**src/prescaled_down_counter_timer_unit_macros.svh**
```systemverilog
// Assertion helpers used by the timer core RTL.
`ifndef PRESCALED_DOWN_COUNTER_TIMER_UNIT_MACROS_SVH
`define PRESCALED_DOWN_COUNTER_TIMER_UNIT_MACROS_SVH

// Clocked check, held off while reset is asserted.
`define PDCT_ASSERT(lbl, prop, msg) \
    lbl: assert property (@(posedge i_clk) disable iff (!i_rst_n) (prop)) else $error(msg);

// Clocked check that also holds during reset.
`define PDCT_ASSERT_ALWAYS(lbl, prop, msg) \
    lbl: assert property (@(posedge i_clk) (prop)) else $error(msg);

`endif

```
**src/pdct_pkg.sv**
```systemverilog
`default_nettype none

package pdct_pkg;

    localparam int DATA_W      = 32;
    localparam int OFFSET_W    = 12;
    localparam int KIND_W      = 2;
    localparam int CTRL_W      = 3;
    localparam int COUNTER_W   = 32;

    // Item kinds
    localparam logic [KIND_W-1:0] KIND_TICK  = 2'd0;
    localparam logic [KIND_W-1:0] KIND_READ  = 2'd1;
    localparam logic [KIND_W-1:0] KIND_WRITE = 2'd2;

    // Register byte offsets
    localparam logic [OFFSET_W-1:0] OFF_LOAD      = 12'h000;
    localparam logic [OFFSET_W-1:0] OFF_VALUE     = 12'h004;
    localparam logic [OFFSET_W-1:0] OFF_CTRL      = 12'h008;
    localparam logic [OFFSET_W-1:0] OFF_INTSTAT   = 12'h00C;
    localparam logic [OFFSET_W-1:0] OFF_PRESCALER = 12'h010;

    // CTRL bit positions
    localparam int CB_ENABLE  = 0;
    localparam int CB_IRQ_EN  = 1;
    localparam int CB_ONESHOT = 2;

    typedef struct packed {
        logic                act;
        logic [KIND_W-1:0]   kind;
        logic [OFFSET_W-1:0] byte_offset;
        logic [DATA_W-1:0]   write_data;
    } t_core_req;

    typedef struct packed {
        logic [DATA_W-1:0] read_data;
        logic              irq_level;
    } t_core_rsp;

endpackage

`default_nettype wire

```
**src/pdct_item_if.sv**
```systemverilog
`default_nettype none

interface pdct_item_if;
    import pdct_pkg::*;

    logic                valid;
    logic                ready;
    logic [KIND_W-1:0]   kind;
    logic [OFFSET_W-1:0] byte_offset;
    logic [DATA_W-1:0]   write_data;

    modport source (output valid, output kind, output byte_offset, output write_data,
                    input ready);
    modport sink   (input valid, input kind, input byte_offset, input write_data,
                    output ready);
endinterface

`default_nettype wire

```
**src/pdct_result_if.sv**
```systemverilog
`default_nettype none

interface pdct_result_if;
    import pdct_pkg::*;

    logic              valid;
    logic              ready;
    logic [DATA_W-1:0] read_data;
    logic              irq_level;

    modport source (output valid, output read_data, output irq_level, input ready);
    modport sink   (input valid, input read_data, input irq_level, output ready);
endinterface

`default_nettype wire

```
**src/pdct_core.sv**
```systemverilog
`default_nettype none

module pdct_core #(
    parameter int COUNTER_WIDTH = pdct_pkg::COUNTER_W
) (
    input  wire                 i_clk,
    input  wire                 i_rst_n,
    input  pdct_pkg::t_core_req i_req,
    output pdct_pkg::t_core_rsp o_rsp
);
    import pdct_pkg::*;

    logic [COUNTER_WIDTH-1:0] r_load,   n_load;
    logic [COUNTER_WIDTH-1:0] r_cnt,    n_cnt;
    logic [CTRL_W-1:0]        r_ctrl,   n_ctrl;
    logic                     r_fired,  n_fired;
    logic [DATA_W-1:0]        r_pset,   n_pset;
    logic [DATA_W-1:0]        r_pcnt,   n_pcnt;

    logic                     counting;
    logic [COUNTER_WIDTH-1:0] cnt_dec;
    logic [DATA_W-1:0]        rd;

    assign counting = r_ctrl[CB_ENABLE] && (r_load != '0);
    assign cnt_dec  = r_cnt - COUNTER_WIDTH'(1);

    always_comb begin
        n_load  = r_load;
        n_cnt   = r_cnt;
        n_ctrl  = r_ctrl;
        n_fired = r_fired;
        n_pset  = r_pset;
        n_pcnt  = r_pcnt;
        rd      = '0;

        if (i_req.act) begin
            unique case (i_req.kind)
                KIND_TICK: begin
                    if (counting) begin
                        if (r_pcnt != r_pset) begin
                            n_pcnt = r_pcnt + DATA_W'(1);
                        end else begin
                            n_pcnt = '0;
                            if (cnt_dec == '0) begin
                                n_fired = 1'b1;
                                if (r_ctrl[CB_ONESHOT]) begin
                                    n_ctrl[CB_ENABLE] = 1'b0;
                                    n_cnt = cnt_dec;
                                end else begin
                                    n_cnt = r_load;
                                end
                            end else begin
                                n_cnt = cnt_dec;
                            end
                        end
                    end
                end
                KIND_READ: begin
                    unique case (i_req.byte_offset)
                        OFF_LOAD:      rd = DATA_W'(r_load);
                        OFF_VALUE:     rd = counting ? DATA_W'(r_cnt) : '0;
                        OFF_CTRL:      rd = DATA_W'(r_ctrl);
                        OFF_INTSTAT:   rd = DATA_W'(r_fired);
                        OFF_PRESCALER: rd = r_pset;
                        default:       rd = '0;
                    endcase
                end
                KIND_WRITE: begin
                    unique case (i_req.byte_offset)
                        OFF_LOAD: begin
                            n_load = i_req.write_data[COUNTER_WIDTH-1:0];
                            if (r_ctrl[CB_ENABLE]) begin
                                n_cnt  = i_req.write_data[COUNTER_WIDTH-1:0];
                                n_pcnt = '0;
                            end
                        end
                        OFF_CTRL: begin
                            n_ctrl = i_req.write_data[CTRL_W-1:0];
                            // rising enable restarts the count
                            if (i_req.write_data[CB_ENABLE] && !r_ctrl[CB_ENABLE]) begin
                                n_cnt  = r_load;
                                n_pcnt = '0;
                            end
                        end
                        OFF_INTSTAT: begin
                            n_fired = r_fired & ~i_req.write_data[0];
                        end
                        OFF_PRESCALER: begin
                            n_pset = i_req.write_data;
                            if (r_ctrl[CB_ENABLE]) begin
                                n_cnt  = r_load;
                                n_pcnt = '0;
                            end
                        end
                        default: ;
                    endcase
                end
                default: ;
            endcase
        end
    end

    assign o_rsp.read_data = rd;
    assign o_rsp.irq_level = n_ctrl[CB_IRQ_EN] & n_fired;

    always_ff @(posedge i_clk) begin
        if (!i_rst_n) begin
            r_load  <= '0;
            r_cnt   <= '0;
            r_ctrl  <= '0;
            r_fired <= 1'b0;
            r_pset  <= '0;
            r_pcnt  <= '0;
        end else begin
            r_load  <= n_load;
            r_cnt   <= n_cnt;
            r_ctrl  <= n_ctrl;
            r_fired <= n_fired;
            r_pset  <= n_pset;
            r_pcnt  <= n_pcnt;
        end
    end

`include "prescaled_down_counter_timer_unit_macros.svh"

    `PDCT_ASSERT(a_fire_on_tick, $rose(r_fired) |-> $past(i_req.act && i_req.kind == KIND_TICK), "fired set without a tick")
    `PDCT_ASSERT(a_enable_by_write, $rose(r_ctrl[CB_ENABLE]) |-> $past(i_req.act && i_req.kind == KIND_WRITE && i_req.byte_offset == OFF_CTRL), "enable set without a CTRL write")
    `PDCT_ASSERT(a_enable_drop, $fell(r_ctrl[CB_ENABLE]) |-> ($past(i_req.act && i_req.kind == KIND_WRITE && i_req.byte_offset == OFF_CTRL) || r_fired), "enable cleared without write or expiry")

endmodule

`default_nettype wire

```
**src/prescaled_down_counter_timer_unit.sv**
```systemverilog
// Channel   Dir   Payload                              Accepted when
// i_item    in    kind, byte_offset, write_data        valid && ready
// o_result  out   read_data, irq_level                 valid && ready
//
// An accepted item sits in the input register while the update logic works on it; its
// result is loaded into the output register and offered once that register can advance.
// One item per cycle is sustained while the result side takes results.
// A stalled result holds the output register; one more item waits in the input register.
// Reset (synchronous, active low) clears all timer registers and both valid flags.
`default_nettype none

module prescaled_down_counter_timer_unit #(
    parameter int COUNTER_WIDTH = pdct_pkg::COUNTER_W
) (
    input wire          i_clk,
    input wire          i_rst_n,
    pdct_item_if.sink   i_item,
    pdct_result_if.source o_result
);
    import pdct_pkg::*;

    logic                r_in_valid;
    logic [KIND_W-1:0]   r_in_kind;
    logic [OFFSET_W-1:0] r_in_offset;
    logic [DATA_W-1:0]   r_in_data;

    logic                r_out_valid;
    logic [DATA_W-1:0]   r_out_rdata;
    logic                r_out_irq;

    logic      adv;
    t_core_req req;
    t_core_rsp rsp;

    assign adv          = !r_out_valid || o_result.ready;
    assign i_item.ready = !r_in_valid || adv;

    assign req.act         = r_in_valid && adv;
    assign req.kind        = r_in_kind;
    assign req.byte_offset = r_in_offset;
    assign req.write_data  = r_in_data;

    pdct_core #(
        .COUNTER_WIDTH(COUNTER_WIDTH)
    ) u_core (
        .i_clk  (i_clk),
        .i_rst_n(i_rst_n),
        .i_req  (req),
        .o_rsp  (rsp)
    );

    always_ff @(posedge i_clk) begin
        if (!i_rst_n) begin
            r_in_valid  <= 1'b0;
            r_out_valid <= 1'b0;
        end else begin
            if (i_item.ready) begin
                r_in_valid <= i_item.valid;
            end
            if (adv) begin
                r_out_valid <= r_in_valid;
            end
        end
    end

    always_ff @(posedge i_clk) begin
        if (i_item.valid && i_item.ready) begin
            r_in_kind   <= i_item.kind;
            r_in_offset <= i_item.byte_offset;
            r_in_data   <= i_item.write_data;
        end
        if (req.act) begin
            r_out_rdata <= rsp.read_data;
            r_out_irq   <= rsp.irq_level;
        end
    end

    assign o_result.valid     = r_out_valid;
    assign o_result.read_data = r_out_rdata;
    assign o_result.irq_level = r_out_irq;

endmodule

`default_nettype wire

```
**src/flat_wrapper.sv**
```systemverilog
// flat-port wrapper written by rule: the top's interface ports become plain ports
module prescaled_down_counter_timer_unit_flat import pdct_pkg::*;
#(
    parameter int COUNTER_WIDTH = pdct_pkg::COUNTER_W
)
  (i_clk, i_rst_n, i_item_valid, i_item_kind, i_item_byte_offset, i_item_write_data, i_item_ready, o_result_valid, o_result_read_data, o_result_irq_level, o_result_ready);
  pdct_item_if i_item_i ();
  pdct_result_if o_result_i ();
  input wire i_clk;
  input wire i_rst_n;
  input wire logic [$bits(i_item_i.valid)-1:0] i_item_valid;
  input wire logic [$bits(i_item_i.kind)-1:0] i_item_kind;
  input wire logic [$bits(i_item_i.byte_offset)-1:0] i_item_byte_offset;
  input wire logic [$bits(i_item_i.write_data)-1:0] i_item_write_data;
  output wire logic [$bits(i_item_i.ready)-1:0] i_item_ready;
  output wire logic [$bits(o_result_i.valid)-1:0] o_result_valid;
  output wire logic [$bits(o_result_i.read_data)-1:0] o_result_read_data;
  output wire logic [$bits(o_result_i.irq_level)-1:0] o_result_irq_level;
  input wire logic [$bits(o_result_i.ready)-1:0] o_result_ready;
  assign i_item_i.valid = i_item_valid;
  assign i_item_i.kind = i_item_kind;
  assign i_item_i.byte_offset = i_item_byte_offset;
  assign i_item_i.write_data = i_item_write_data;
  assign i_item_ready = i_item_i.ready;
  assign o_result_valid = o_result_i.valid;
  assign o_result_read_data = o_result_i.read_data;
  assign o_result_irq_level = o_result_i.irq_level;
  assign o_result_i.ready = o_result_ready;
  prescaled_down_counter_timer_unit #(.COUNTER_WIDTH(COUNTER_WIDTH)) u_core (.i_clk(i_clk), .i_rst_n(i_rst_n), .i_item(i_item_i), .o_result(o_result_i));
endmodule
```
**config.mk**
```make
export PLATFORM = sky130hd
export DESIGN_NAME = prescaled_down_counter_timer_unit_flat
export DESIGN_NICKNAME = d
export VERILOG_FILES = /design/src/pdct_pkg.sv /design/src/pdct_item_if.sv /design/src/pdct_result_if.sv /design/src/pdct_core.sv /design/src/prescaled_down_counter_timer_unit.sv /design/src/flat_wrapper.sv
export VERILOG_INCLUDE_DIRS = /design/src /design/src/src
export SDC_FILE = /design/constraint.sdc
export NUM_CORES = 1
export LEC_CHECK = 0
export BUFFER_PORTS_ARGS = -buffer_cell sky130_fd_sc_hd__buf_2
export CAP_MARGIN = 20
export CORE_MARGIN = 4
export CORE_UTILIZATION = 60
export CTS_CLUSTER_DIAMETER = 60
export DETAILED_ROUTE_END_ITERATION = 7
export GPL_TIMING_DRIVEN = 0
export MAX_ROUTING_LAYER = met4
export PLACE_DENSITY = 0.9
export SLEW_MARGIN = 30
export SYNTH_ARGS = -nofsm -noshare
export SYNTH_HDL_FRONTEND = slang
export SYNTH_HIERARCHICAL = 1
export SYNTH_SLANG_ARGS = --single-unit
```
**constraint.sdc**
```tcl
create_clock -name i_clk -period 6.1 [get_ports i_clk]
set_input_delay 0.61 -clock i_clk [delete_from_list [all_inputs] [get_ports i_clk]]
set_output_delay 0.61 -clock i_clk [all_outputs]
set_load 0.03 [all_outputs]
```
==> results.txt <==
----------------------------------------------------
[Status]
  Status ... finished with violations
  Violations in the final reports ... DRC

[Route]
  Total Routed Length ... 30900 um
  DRC violations left ... 9
  Count of antenna-violating nets left after detailed routing ... 0
  Via count ... 9121
  Final routed wire length divided by cell count ... 21.7 um
  Number of detailed-routing iterations run before antenna repair ... 8
  Vias per Instance ... 6.40
  Number of DRC violations after detailed-routing iteration 0 ... 1233

[Logic synthesis]
  Synth Area in Compound Gates ... 13.7%
  Top cell type's share of synthesized area ... 26.7%
  Total standard cell area after synthesis ... 10000 sq um
  Warnings from Yosys ... 6
  Share of synthesized area occupied by flip-flops and latches ... 50.4%
  Cell type with the highest aggregate area in the netlist ... sky130_fd_sc_hd__dfxtp_1
  Post-Synthesis Cells ... 1076
  Mux share of post-synthesis cell area ... 4.99%
  Number of enable-type register cells in the synthesized netlist ... 79
  Count of state elements after synthesis ... 213
  Synth Area in Simple Gates ... 19.8%
  Main area contributors after synthesis ... sky130_fd_sc_hd__dfxtp_1 (27%), sky130_fd_sc_hd__edfxtp_1 (24%), sky130_fd_sc_hd__nand2_1 (5.0%)
  Count of cell types in the netlist ... 57
  Ys flop type ... sky130_fd_sc_hd__dfxtp_1
  Area share of fa/ha/maj cells after synthesis ... 0.374%
  Async set or reset register ratio after synthesis ... 0%
  Synth Area in XOR/XNOR ... 7.15%
  Main combinational cell family by area after synthesis ... simple AND/OR/NAND/NOR gates
  Post-synthesis area per instance ... 9.33 sq um
  Mapped Nets ... 1129

[Power]
  Switch share ... 22.2%
  VDD IR max ... 325 uV
  Combinational power share ... 4.2%
  Power Internal ... 2.32 mW
  Share of power burned in the clock network ... 44.5%
  Static leakage ... 4.34 nW
  Switching power summed over all nets ... 662 uW
  Reg power frac ... 51.2%
  Power Dens Cells ... 258 nW/um^2
  Overall power ... 2.98 mW

[Cells and area]
  Commonest cells after routing, fill and taps aside ... sky130_fd_sc_hd__dfxtp_1 (134), sky130_fd_sc_hd__nand2_1 (134), sky130_fd_sc_hd__nor2_1 (132), sky130_fd_sc_hd__buf_2 (88), sky130_fd_sc_hd__a21oi_1 (86)
  Number of nets in the finished design ... 1241
  Syn-to-layout area delta ... 15.1%
  Fraction of layout cells with a size suffix above 1 ... 11.9%

[CTS]
  Clock root buffer master ... sky130_fd_sc_hd__clkbuf_16
  Clk sinks ... 213
  Clock tree from TritonCTS ... built
  TritonCTS Buffers ... 23
  Clock latency reported for the late side of the worst-skew pair ... 510 ps
  Maximum root-to-sink buffer count ... 3
  Max H-tree Level ... 1
  Clock-pin transition on the worst setup and hold timing paths ... 60 ps
  Post_cts resized ... 0
  CTS Hold Bufs ... 0
  Setup repair bufs after CTS ... 0

[Worst hold path]
  Hold-critical path depth ... 1
  Path category of the worst min-delay check ... primary input to flip-flop

[Critical path]
  Peak fanout along the critical path ... 10
  Cell depth of the worst flop-to-flop path ... 11
  Worst endpoint data arrival time ... 4440 ps
  Stages on the worst setup path ... 11
  Crit Path Class ... flip-flop to flip-flop
  Max stage delay cell, worst path ... sky130_fd_sc_hd__nor4_2
  Data required time of the worst path ... 6530 ps
  CP cell instances ... inv_1, ha_1, nor3b_2, nand4_1, o21ai_0, nand3_1, nor4_2, nor3b_2, buf_4, a21oi_1, a21oi_1
  Largest delay share family, worst path ... simple AND/OR/NAND/NOR gates
  Critical Path Sink Type ... flip-flop
  Type of origin of the critical path ... flip-flop
  Largest stage delay on the critical path ... 610 ps
  Combined buffer and inverter count along the critical path ... 2

[Global route]
  Global-route wire length before repair ... 47300 um
  Number of antenna violations at the first check in global routing ... 1
  Via count of the first global-routing pass ... 8824
  Maximum number of pins on one net before global-route repair ... 22
  Total gr overflow ... 0
  Gr usage total ... 33.4%

[Placement]
  Setup WS pre-CTS ... 2090 ps
  HPWL Detailed ... 22300 um
  Final RePlAce weighted congestion ... 0.998
  Number of input and output port buffers inserted ... 84

[Floorplan]
  Vertical die dimension ... 137 um
  Row Count ... 47
  Count of pins on the block boundary ... 85
  Chip width ... 137 um
  Placeable Area ... 16500 sq um
  Die Footprint ... 18900 sq um
  Starting utilization of the core area ... 61.0%

[Timing]
  Total of endpoints with negative setup slack in the final report ... 0
  Normalized max-slew margin ... 27.8%
  Worst-margin pin slew ... 1070 ps
  Final Max Tran Viols ... 0
  Worst Slack Setup Final ... 2090 ps
  Setup repair after global routing missed its margin ... false
  Setup TNS ... 0 ps
  Setup clock skew after layout ... 14.2 ps
  Final-report hold violation count ... 0
  Max Freq ... 0.249 GHz
  Final Cycle Share ... 65.7%
  Clock period minus final worst setup slack ... 4010 ps

[Job]
  Number of maximum-capacitance violations ... 0

----------------------------------------------------
logic make-up (layout without fill, tap and decap cells):
kind of cell	Yosys count	after routing
buf+inv	90	218
fa+ha+maj	3	3
simple gates	421	421
other cells	0	1
flops	213	213
mux	50	50
compound gates	217	217
xor+xnor	82	82
power groups by stage:
| stage | clock network [mW] | registers (mW) | logic (mW) |
|---|---|---|---|
| after floorplan | 0 | 1.57 | 0.0457 |
| after global placement | 0 | 1.56 | 0.114 |
| after detailed placement | 0 | 1.56 | 0.125 |
| after CTS | 1.33 | 1.52 | 0.125 |
| after global routing | 1.39 | 1.53 | 0.135 |
| final | 1.33 | 1.53 | 0.126 |
cell type report:
class | count | area (sq um)
Inverter | 13 | 48.8
Sequential cell | 213 | 5050
Tap cell | 220 | 275
Buffer | 77 | 313
Timing Repair Buffer | 87 | 490
Fill cell | 1301 | 4920
Multi-Input combinational cell | 773 | 4660
Antenna cell | 1 | 2.50
Clock inverter | 9 | 67.6
Clock buffer | 32 | 639
final timing paths:
kind,slack (ps),from,end
worst max-delay path,2090,u_core/u_core/r_cnt[0]$_SDFFE_PN0P_,u_core/u_core/r_cnt[5]$_SDFFE_PN0P_
worst min-delay path,280,i_item_byte_offset[10],u_core/r_in_offset[10]$_DFFE_PP_
worst max register to register,2090,u_core/u_core/r_cnt[0]$_SDFFE_PN0P_,u_core/u_core/r_cnt[5]$_SDFFE_PN0P_
worst min register to register,500,u_core/u_core/r_pset[25]$_SDFFE_PN0P_,u_core/u_core/r_pset[25]$_SDFFE_PN0P_
worst reg2reg max path, cell delays in order, from the launching register on:
cell and delay [ps]:
sky130_fd_sc_hd__dfxtp_1 400, sky130_fd_sc_hd__inv_1 120, sky130_fd_sc_hd__ha_1 300, sky130_fd_sc_hd__nor3b_2 570, sky130_fd_sc_hd__nand4_1 430, sky130_fd_sc_hd__o21ai_0 370
sky130_fd_sc_hd__nand3_1 150, sky130_fd_sc_hd__nor4_2 610, sky130_fd_sc_hd__nor3b_2 440, sky130_fd_sc_hd__buf_4 260, sky130_fd_sc_hd__a21oi_1 100, sky130_fd_sc_hd__a21oi_1 180
cells in the mapped netlist (12+ instances only):
cell                         n
sky130_fd_sc_hd__dfxtp_1   134
sky130_fd_sc_hd__nor2_1    132
sky130_fd_sc_hd__nor3_1     21
sky130_fd_sc_hd__nand2_1   134
sky130_fd_sc_hd__a31oi_1    21
sky130_fd_sc_hd__o21ai_0    49
sky130_fd_sc_hd__edfxtp_1   79
sky130_fd_sc_hd__xor2_1     27
sky130_fd_sc_hd__xnor2_1    55
sky130_fd_sc_hd__mux2i_1    50
sky130_fd_sc_hd__a222oi_1   32
sky130_fd_sc_hd__nor4_1     28
sky130_fd_sc_hd__and3_1     12
sky130_fd_sc_hd__nand3_1    29
sky130_fd_sc_hd__inv_1      12
sky130_fd_sc_hd__clkbuf_1   65
sky130_fd_sc_hd__a21oi_1    87
sky130_fd_sc_hd__nand4_1    23
registers in the layout, indices dropped and copies added (netlist names):
name	count
u_core/u_core/r_fired	1
u_core/u_core/r_ctrl	3
u_core/o_result.valid	1
u_core/r_in_offset	12
u_core/u_core/r_pcnt	32
u_core/u_core/r_cnt	32
u_core/r_in_kind	2
u_core/o_result.read_data	32
u_core/u_core/r_load	32
u_core/o_result.irq_level	1
u_core/r_in_valid	1
u_core/r_in_data	32
u_core/u_core/r_pset	32
per-layer routing:
| metal | routed length (um) | vias to the layer above | track usage (%) |
|---|---|---|---|
| li1 | - | 4128 | - |
| met1 | 11600 | 4215 | 42.2 |
| met2 | 14100 | 629 | 51.3 |
| met3 | 3520 | 149 | 6.68 |
| met4 | 1680 | 0 | 16.6 |
| met5 | 0 | - | - |
stage by stage:
step	cell area (sq um)	hold WS, ps	utilization (%)	instances
6_report	11500	275	70.1	1425
5_1_grt	11500	269	70.1	1425
3_3_place_gp	10700	473	65.2	1380
3_5_place_dp	10800	482	65.8	1383
2_1_floorplan	10000	461	-	1076
4_1_cts	11500	264	70.1	1424
Note: power is estimated with default switching activity, not from simulation.
